`src/sbcd_pkg.sv`:
```
`timescale 1ns / 1ps
`default_nettype none
// ----------------------------------------------------------------------------
// sbcd_pkg
// Shared widths, register indexes and types of the stereo bit-crusher and
// sample-rate reducer.
// ----------------------------------------------------------------------------
package sbcd_pkg;

  localparam int SAMPLE_BITS = 24;
  localparam int FRAC_BITS   = SAMPLE_BITS - 1;
  localparam int STEP_W      = 25;
  localparam int DEPTH_W     = 5;
  localparam int MIX_W       = 17;
  localparam int PHASE_W     = 26;
  localparam int CFG_IDX_W   = 2;
  localparam int CFG_DATA_W  = STEP_W;
  localparam int FRAC_SHIFT  = 16;
  localparam int PHASE_ONE   = 1 << FRAC_SHIFT;
  localparam int TDATA_W     = ((2 * SAMPLE_BITS + 7) / 8) * 8;

  localparam logic [CFG_IDX_W-1:0] CFG_HOLD_STEP = 2'd0;
  localparam logic [CFG_IDX_W-1:0] CFG_BIT_DEPTH = 2'd1;
  localparam logic [CFG_IDX_W-1:0] CFG_MIX_LEVEL = 2'd2;

  localparam logic [STEP_W-1:0]  HOLD_STEP_RESET = STEP_W'(PHASE_ONE);
  localparam logic [DEPTH_W-1:0] BIT_DEPTH_RESET = 5'd16;
  localparam logic [MIX_W-1:0]   MIX_LEVEL_RESET = MIX_W'(PHASE_ONE);

  typedef logic signed [SAMPLE_BITS-1:0] sample_t;

  typedef struct packed {
    sample_t left;
    sample_t right;
  } frame_t;

  typedef struct packed {
    logic [STEP_W-1:0]  hold_step;
    logic [DEPTH_W-1:0] bit_depth;
    logic [MIX_W-1:0]   mix_level;
  } cfg_t;

endpackage
`default_nettype wire

```
`src/sbcd_hold.sv`:
```
`timescale 1ns / 1ps
`default_nettype none
// ----------------------------------------------------------------------------
// sbcd_hold
// Phase accumulator and zero-order hold; captures the dry and held frame of
// each accepted beat into the stage register.
// ----------------------------------------------------------------------------
module sbcd_hold (
  input  wire                          clk,
  input  wire                          rst,
  input  wire                          accept,
  input  sbcd_pkg::frame_t             dry_in,
  input  wire [sbcd_pkg::STEP_W-1:0]   hold_step,
  output sbcd_pkg::frame_t             dry,
  output sbcd_pkg::frame_t             held
);
  import sbcd_pkg::*;

  logic [PHASE_W-1:0] phase;
  logic [PHASE_W-1:0] phase_inc;
  logic [PHASE_W-1:0] step_eff;
  logic [PHASE_W-1:0] phase_next;
  logic               take;
  frame_t             hold;
  frame_t             hold_next;

  always_comb begin
    // clamp steps below one frame to one frame
    if (hold_step[STEP_W-1:FRAC_SHIFT] == '0) begin
      step_eff = PHASE_W'(PHASE_ONE);
    end else begin
      step_eff = PHASE_W'(hold_step);
    end
    phase_inc  = phase + PHASE_W'(PHASE_ONE);
    take       = (phase_inc >= step_eff);
    phase_next = take ? (phase_inc - step_eff) : phase_inc;
    hold_next  = take ? dry_in : hold;
  end

  always_ff @(posedge clk) begin
    if (rst) begin
      phase <= '0;
      hold  <= '0;
    end else if (accept) begin
      phase <= phase_next;
      hold  <= hold_next;
    end
  end

  always_ff @(posedge clk) begin
    if (accept) begin
      dry  <= dry_in;
      held <= hold_next;
    end
  end

endmodule
`default_nettype wire

```
`src/sbcd_crush_mix.sv`:
```
`timescale 1ns / 1ps
`default_nettype none
// ----------------------------------------------------------------------------
// sbcd_crush_mix
// One channel: floor the held sample to the kept bit depth, then blend
// dry + floor((wet - dry) * mix / 65536).
// ----------------------------------------------------------------------------
module sbcd_crush_mix (
  input  sbcd_pkg::sample_t             dry,
  input  sbcd_pkg::sample_t             held,
  input  wire [sbcd_pkg::DEPTH_W-1:0]   bit_depth,
  input  wire [sbcd_pkg::MIX_W-1:0]     mix_level,
  output sbcd_pkg::sample_t             mixed
);
  import sbcd_pkg::*;

  localparam int DIFF_W = SAMPLE_BITS + 1;
  localparam int PROD_W = DIFF_W + MIX_W + 1;

  logic [DEPTH_W-1:0]            shamt;
  logic [SAMPLE_BITS-1:0]        keep_mask;
  sample_t                       wet;
  logic [MIX_W-1:0]              mix_eff;
  logic signed [DIFF_W-1:0]      diff;
  logic signed [PROD_W-1:0]      prod;
  logic signed [PROD_W-1:0]      scaled;
  logic signed [DIFF_W-1:0]      sum;

  always_comb begin
    shamt     = DEPTH_W'(FRAC_BITS) - bit_depth;
    keep_mask = {SAMPLE_BITS{1'b1}} << shamt;
    if (bit_depth >= DEPTH_W'(FRAC_BITS)) begin
      wet = held;
    end else begin
      wet = held & keep_mask;
    end
    mix_eff = mix_level[MIX_W-1] ? MIX_W'(PHASE_ONE) : mix_level;
    diff    = {wet[SAMPLE_BITS-1], wet} - {dry[SAMPLE_BITS-1], dry};
    prod    = diff * $signed({1'b0, mix_eff});
    scaled  = prod >>> FRAC_SHIFT;
    sum     = {dry[SAMPLE_BITS-1], dry} + scaled[DIFF_W-1:0];
    mixed   = sum[SAMPLE_BITS-1:0];
  end

endmodule
`default_nettype wire

```
`src/stereo_bitcrush_decimator.sv`:
```
`timescale 1ns / 1ps
`default_nettype none
// ----------------------------------------------------------------------------
// stereo_bitcrush_decimator
// Stereo bit-crusher and sample-rate reducer with dry/wet mix.
//
// Channel   Dir  Payload
// s_axis    in   tdata[23:0] left_sample, tdata[47:24] right_sample
// m_axis    out  tdata[23:0] left_out,    tdata[47:24] right_out
// wr        in   wr_index 0 hold_step, 1 bit_depth, 2 mix_level
//
// One frame per cycle sustained while m_axis does not stall; a beat passes the
// stage register after the hold, then the result register after the mix.
// rst clears the phase, held frame, valid flags and registers to defaults.
// A stall on m_axis holds both stages; s_axis_tready drops only when the
// stage register is full and cannot advance.
// ----------------------------------------------------------------------------
module stereo_bitcrush_decimator (
  input  wire                                clk,
  input  wire                                rst,
  input  wire                                s_axis_tvalid,
  output logic                               s_axis_tready,
  // [23:0] left_sample, [47:24] right_sample
  input  wire [sbcd_pkg::TDATA_W-1:0]        s_axis_tdata,
  output logic                               m_axis_tvalid,
  input  wire                                m_axis_tready,
  // [23:0] left_out, [47:24] right_out
  output logic [sbcd_pkg::TDATA_W-1:0]       m_axis_tdata,
  input  wire                                wr_en,
  input  wire [sbcd_pkg::CFG_IDX_W-1:0]      wr_index,
  input  wire [sbcd_pkg::CFG_DATA_W-1:0]     wr_data
);
  import sbcd_pkg::*;

  cfg_t    cfg;
  frame_t  dry_in;
  frame_t  dry;
  frame_t  held;
  frame_t  mixed;
  logic    stage_valid;
  logic    stage_advance;
  logic    accept;

  always_ff @(posedge clk) begin
    if (rst) begin
      cfg.hold_step <= HOLD_STEP_RESET;
      cfg.bit_depth <= BIT_DEPTH_RESET;
      cfg.mix_level <= MIX_LEVEL_RESET;
    end else if (wr_en) begin
      case (wr_index)
        CFG_HOLD_STEP: cfg.hold_step <= wr_data[STEP_W-1:0];
        CFG_BIT_DEPTH: cfg.bit_depth <= wr_data[DEPTH_W-1:0];
        CFG_MIX_LEVEL: cfg.mix_level <= wr_data[MIX_W-1:0];
        default:       ;
      endcase
    end
  end

  assign dry_in.left    = s_axis_tdata[SAMPLE_BITS-1:0];
  assign dry_in.right   = s_axis_tdata[2*SAMPLE_BITS-1:SAMPLE_BITS];
  assign stage_advance  = stage_valid && (!m_axis_tvalid || m_axis_tready);
  assign s_axis_tready  = !stage_valid || stage_advance;
  assign accept         = s_axis_tvalid && s_axis_tready;

  sbcd_hold u_hold (
    .clk       (clk),
    .rst       (rst),
    .accept    (accept),
    .dry_in    (dry_in),
    .hold_step (cfg.hold_step),
    .dry       (dry),
    .held      (held)
  );

  sbcd_crush_mix u_mix_left (
    .dry       (dry.left),
    .held      (held.left),
    .bit_depth (cfg.bit_depth),
    .mix_level (cfg.mix_level),
    .mixed     (mixed.left)
  );

  sbcd_crush_mix u_mix_right (
    .dry       (dry.right),
    .held      (held.right),
    .bit_depth (cfg.bit_depth),
    .mix_level (cfg.mix_level),
    .mixed     (mixed.right)
  );

  always_ff @(posedge clk) begin
    if (rst) begin
      stage_valid   <= 1'b0;
      m_axis_tvalid <= 1'b0;
    end else begin
      if (accept) begin
        stage_valid <= 1'b1;
      end else if (stage_advance) begin
        stage_valid <= 1'b0;
      end
      if (stage_advance) begin
        m_axis_tvalid <= 1'b1;
      end else if (m_axis_tready) begin
        m_axis_tvalid <= 1'b0;
      end
    end
  end

  always_ff @(posedge clk) begin
    if (stage_advance) begin
      m_axis_tdata <= TDATA_W'({mixed.right, mixed.left});
    end
  end

endmodule
`default_nettype wire
```
`config.mk`:
```
export PLATFORM = sky130hd
export DESIGN_NAME = stereo_bitcrush_decimator
export DESIGN_NICKNAME = d
export VERILOG_FILES = /design/src/sbcd_pkg.sv /design/src/sbcd_hold.sv /design/src/sbcd_crush_mix.sv /design/src/stereo_bitcrush_decimator.sv
export SDC_FILE = /design/constraint.sdc
export NUM_CORES = 2
export LEC_CHECK = 0
export BUFFER_PORTS_ARGS = -buffer_cell sky130_fd_sc_hd__buf_2
export CORE_ASPECT_RATIO = 2
export CORE_UTILIZATION = 55
export DETAILED_ROUTE_END_ITERATION = 10
export HOLD_SLACK_MARGIN = 0.12
export PLACE_DENSITY_LB_ADDON = 0.3
export SLEW_MARGIN = 20
export SYNTH_ARGS = -nofsm -noshare
export SYNTH_HDL_FRONTEND = slang
export SYNTH_SLANG_ARGS = --single-unit
```
`constraint.sdc`:
```
create_clock -name clk -period 33.6 [get_ports clk]
set_input_delay 10.08 -clock clk [delete_from_list [all_inputs] [get_ports clk]]
set_output_delay 10.08 -clock clk [all_outputs]
set_load 0.02 [all_outputs]
```
Yosys cells after proc, flatten, opt, wreduce, memory -nomap -nowiden
Index checks and enable logic that the tools add are counted.
{"block": "word_totals", "reg_bits": 267, "inputBits": 80}
{"block": "op_classes", "n_addsub": 7, "mul": 2, "magnitude_cmp": 2, "n_eq_ne": 2, "n_shift": 1, "muxes": 10, "bitwise": 2, "reduce_logical": 13}
{"operator": "25-bit by 18-bit multiplier with 40-bit output", "n": 2}
{"operator": "24-bit by 24-bit subtractor with 25-bit output", "n": 2}
{"operator": "24-bit adder", "n": 2}
{"operator": "24-bit bitwise AND", "n": 2}
{"operator": "24-bit two-way mux", "n": 2}
{"operator": "48-bit two-way mux", "n": 1}
{"operator": "26-bit by 17-bit adder with 26-bit output, second input constant", "n": 1}
{"operator": "26-bit by 25-bit >= comparator with 1-bit output", "n": 1}
{"operator": "26-bit two-way mux", "n": 1}
{"operator": "26-bit by 25-bit subtractor with 26-bit output", "n": 1}
{"operator": "25-bit two-way mux", "n": 1}
{"operator": "24-bit by 5-bit << shifter with 24-bit output, first input constant", "n": 1}
{"operator": "17-bit two-way mux", "n": 1}
{"operator": "9-bit logical NOT", "n": 1}
{"operator": "2-bit AND reduction", "n": 3}
{"operator": "5-bit >= comparator, second input constant", "n": 1}
{"operator": "5-bit subtractor, first input constant", "n": 1}
{"operator": "1-bit two-way mux", "n": 4}
{"operator": "2-bit nonzero test", "n": 2}
{"operator": "2-bit by 1-bit == test with 1-bit output, second input constant", "n": 1}
{"operator": "2-bit == test, second input constant", "n": 1}
{"operator": "1-bit logical AND", "n": 2}
{"operator": "1-bit logical NOT", "n": 2}
{"operator": "2-bit logical NOT", "n": 1}
{"operator": "1-bit logical OR", "n": 2}

Longest topological paths before layout
{"block": "logic_depth", "ltp_word": 7, "depth_mapped": 52, "mapped_depth_nobuf": 51}

Modules after synthesis
A second synthesis with hierarchy kept.
{"block": "hier_totals", "hier_cells": 5121, "area_unflattened_um2": 45115.8}
{"module": "sbcd_crush_mix (u_mix_left)", "instances": 1, "cells_per_inst": 2150, "area_per_inst_um2": 17336.6, "seq_area_each_um2": 0.0}
{"module": "sbcd_crush_mix (u_mix_right)", "instances": 1, "cells_per_inst": 2013, "area_per_inst_um2": 16560.9, "seq_area_each_um2": 0.0}
{"module": "sbcd_hold", "instances": 1, "cells_per_inst": 715, "area_per_inst_um2": 7721.2, "seq_area_each_um2": 4364.2}
{"module": "stereo_bitcrush_decimator", "instances": 1, "cells_per_inst": 243, "area_per_inst_um2": 3497.1, "seq_area_each_um2": 2422.3}

Least setup slack after synthesis
OpenSTA, ideal clock, no wires.
{"block": "synth_timing", "path_type": "input -> output", "from": "input m_axis_tready", "to": "output s_axis_tready", "arrival_ns": 10.454, "t_required_ns": 23.520, "path_slack_ns": 13.066, "path_stages": 2, "path_buffers": 0, "cell_sequence": "nor2b_1 > nand2_1"}
{"block": "synth_via", "elab_chain_cells": 3}
{"item": "start, declared", "line_no": "stereo_bitcrush_decimator.sv:26", "text": "input wire m_axis_tready,"}
{"item": "1-bit logical OR", "line_no": "stereo_bitcrush_decimator.sv:61", "text": "assign stage_advance = stage_valid && (!m_axis_tvalid || m_axis_tready);"}
{"item": "1-bit logical AND", "line_no": "stereo_bitcrush_decimator.sv:61"}
{"item": "1-bit logical OR", "line_no": "stereo_bitcrush_decimator.sv:62", "text": "assign s_axis_tready = !stage_valid || stage_advance;"}
{"item": "end, declared", "line_no": "stereo_bitcrush_decimator.sv:22", "text": "output logic s_axis_tready,"}
No other way between the ends.

Worst setup path after layout
Same ends and word-level chain as after synthesis.

==> results.md <==
* Status: finished clean
* Synthesized area at approximately 44000 um2
* Pint at approximately 1.6 mW
* DRT antenna net count at 0
* I/O Pins at 130
* Vias at roughly 34000
* Initial antenna violation count at 12
* Post-synth EDFFs at 144
* Skew final at between 0.015 and 0.02 ns
* Port bufs at around 130
* Pin count of the biggest net entering global routing at between 80 and 90
* Max Clock Freq at approximately 0.048 GHz
* Area growth, synth to finish at 6.85%
* Flop2flop setup slack at approximately 20 ns
* Number of synthesized register bits at 267
* CP Capture Type: output port
* Post-CTS Setup Repair Bufs at 0
* DP Wirelength at just under 100 mm
* Startpoint Class: input pin
* Synth area leaders: fa_1, edfxtp_1, inv_1
* RR Endpoint: m_axis_tdata[47]
* Clock share of power at 0.102
* RSZ-0062 raised after global routing: no
* Setup TNS at 0 ns
* Top cell type's share of synthesized area at 0.365
* DRC viols at 0
* Initial Util at 0.557
* Synthesized area per cell at approximately 8.8 um2
* Area taken by flip-flops and latches at slightly below 7000 um2
* Crit-path cells: buf_2 > nor2b_1 > nand2_1 > buf_2
* Max VDD drop at ~150 uV
* First-pass GRT wire length at between 150 and 200 mm
* Max clock buf depth at 3
* Yosys cell types at 88
* Worst Tran Pin Value at approximately 1.2 ns
* Root Driver: clkbuf_16
* Die height at 400 um
* Top delay family on crit path: simple AND/OR/NAND/NOR gates
* Final period util at 0.621
* MaxCap Viol Count at 0
* Hold_sp: u_hold.hold[45]
* WL final at roughly 130 mm
* CTS resizes at 0
* CTS tree: yes
* Clock sinks at roughly 270
* Final Wtd Congestion at ~0.96
* Die Width at ~200 um
* Final Instance Area at 46500 um2
* Core Box Area at around 80000 um2
* CP Buf/Inv Count at 2
* H-tree levels at 1
* Most common cell on crit path: buf_2
* Switching Fraction at 0.506
* Inserted Clock Buffers at 25
* # setup viols final at 0
* Combinational power share at 0.726
* Async set or reset register ratio after synthesis at 0
* Drt pass-1 iters at 8
* PnR worst setup slack at ~13 ns
* Vias in the first global route at roughly 37000
* Slowest CP cell: nor2b_1
* CP Max Fanout at 4
* Worst Hold Class: flop to flop
* Seq pwr share at 0.172
* Pre-CTS worst setup slack at around 13 ns
* CTS clk-pin slew, worst paths at ~0.060 ns
* Slew Limit Fails at 0
* Slew margin rel. at 0.170
* Prevailing post-synth register cell: edfxtp_1
* CTS Hold Bufs at 0
* R2r startpoint: cfg[18]
* Share of cells above drive strength 1 at 0.0743
* CP peak stage delay at around 0.3 ns
* Crit path arrival time at between 10 and 15 ns
* Min Tclk post-route at 20.88 ns
* DIE AREA at about 80000 um2
* Worst Setup Path Type: input pin to output port
* Reg2reg path depth at 45
* Hold depth at 2
* Mapped Nets at between 6000 and 7000
* Skew-Pair Late Insertion Delay at roughly 0.60 ns
* Fin nets at approximately 6200
* Multi-input gate area at about 32000 um2
* Min-Delay Endpoint: u_hold.hold[45]
* Fill count at 6763
* Mapped Cells at 4933
* Placed Instance Area at between 40000 and 50000 um2
* Leak at approximately 23 nW
* Hold Vio Cnt, Final at 0
* WP data required at ~24 ns
* FP Rows at approximately 150
* Total global-route track usage at 0.322
* Synth Warn # at 0
* Starting DRC count in detailed routing at 2303
* Vias per cell at about 5.6
* DR WL/cell at approximately 21 um
* Sequential share of the synthesized area at 0.156
* Cell taking the most area after synthesis: fa_1
* Pwr Density at a little under 70 nW/um2
* GR Overflow Total at 0
* Switching Power at 1.61 mW
[routing by layer]
layer  wire, um  part of all wire  global-route usage
met5         67           0.00053                   0
met4      13800              0.11               0.297
met3       9380             0.075              0.0553
met2      63700              0.51               0.576
met1      38400              0.31               0.317
[worst reg2reg max path: cells and delay by family (launching register included)]
kind                       cells  cell delay, ns
AOI/OAI and AO/OA             21            5.89
adders and majority gates      9            3.92
and+or+nand+nor                6            1.72
xor gates and xnor gates       4            0.90
DFF                            1            0.53
buffers and inverters          5            0.47
[power groups by stage]
stage	registers [mW]	logic, mW	clock network, mW
3_3_place_gp	0.546	2.21	0
5_1_grt	0.553	2.51	0.339
3_5_place_dp	0.549	2.26	0
2_1_floorplan	0.569	1.57	0
4_1_cts	0.543	2.27	0.328
6_report	0.544	2.30	0.324
[cells in the final DEF (no fill, tap or decap), types with 11 or more instances in the layout]
| cell type | netlist | final |
|---|---|---|
| buf_2 | 18 | 128 |
| edfxtp_1 | 144 | 144 |
| nand3_1 | 23 | 23 |
| clkbuf_16 | 0 | 25 |
| buf_4 | 1 | 99 |
| nor3_1 | 28 | 28 |
| o21bai_1 | 15 | 15 |
| mux2_2 | 48 | 48 |
| o21a_1 | 39 | 39 |
| nor2b_1 | 45 | 35 |
| a21o_1 | 56 | 56 |
| and3_1 | 20 | 20 |
| or3_1 | 11 | 11 |
| a21oi_1 | 218 | 218 |
| xor2_1 | 74 | 74 |
| fa_1 | 793 | 793 |
| a31oi_1 | 16 | 16 |
| nand2b_1 | 28 | 27 |
| nand2_1 | 654 | 653 |
| nor2_1 | 587 | 587 |
| inv_1 | 1099 | 1099 |
| xnor2_1 | 144 | 143 |
| and2_1 | 26 | 26 |
| a211oi_1 | 18 | 18 |
| dfxtp_1 | 123 | 123 |
| nand3b_1 | 12 | 12 |
| ha_1 | 314 | 314 |
| o21ai_0 | 69 | 68 |
[worst max path at each step]
stage | slack, ns | start | depth (start not counted) | to
6_report | 12.72 | m_axis_tready | 4 | s_axis_tready
5_1_grt | 12.66 | m_axis_tready | 4 | s_axis_tready
4_1_cts | 12.72 | m_axis_tready | 4 | s_axis_tready
2_1_floorplan | 13.07 | m_axis_tready | 2 | s_axis_tready
3_3_place_gp | 12.73 | m_axis_tready | 4 | s_axis_tready
3_5_place_dp | 12.73 | m_axis_tready | 4 | s_axis_tready
[metrics by stage]
step / hold slack (ns) / util / power [mW] / cells
6_report: 0.453 / 0.595 / 3.17 / 6069
3_5_place_dp: 0.444 / 0.583 / 2.81 / 6016
5_1_grt: 0.469 / 0.594 / 3.40 / 6061
3_3_place_gp: 0.438 / 0.583 / 2.76 / 6016
4_1_cts: 0.454 / 0.594 / 3.14 / 6061
2_1_floorplan: 0.432 / - / 2.14 / 4933
[cell families (layout without fill, tap and decap cells)]
logic type | Yosys count | after routing | synth area share
simple gates | 1484 | 1484 | 0.142
buf+inv | 1274 | 1373 | 0.110
fa+ha+maj | 1107 | 1107 | 0.455
compound gates | 528 | 528 | 0.0785
flops | 267 | 267 | 0.156
xor+xnor | 219 | 219 | 0.0444
mux | 54 | 54 | 0.0138
other cells | 0 | 8 | 0
[cell usage after synthesis (39+ instances only)]
cell type / count
clkbuf_1: 146
edfxtp_1: 144
nor2b_1: 45
a21oi_1: 218
o21ai_0: 69
xor2_1: 74
mux2_2: 48
nand2_1: 654
ha_1: 314
inv_1: 1099
nor2_1: 587
dfxtp_1: 123
a21o_1: 56
xnor2_1: 144
fa_1: 793
o21a_1: 39
[registers in the layout, summed over array words and instances (netlist names)]
| register | cells |
|---|---|
| u_hold.hold | 48 |
| m_axis_tdata | 48 |
| stage_valid | 1 |
| cfg | 47 |
| u_hold.held | 48 |
| u_hold.phase | 26 |
| m_axis_tvalid | 1 |
| u_hold.dry | 48 |
[area by class of cell]
type,count,share of cell area
clock inverters,19,0.00565
inverters,1101,0.0889
diodes,8,0.000430
flip-flops and latches,267,0.146
well taps,1029,0.0277
repair buffers,227,0.0298
multi-input cells,3392,0.688
clock buffers,26,0.0135
No activity file was read; power rests on OpenSTA's default activity.
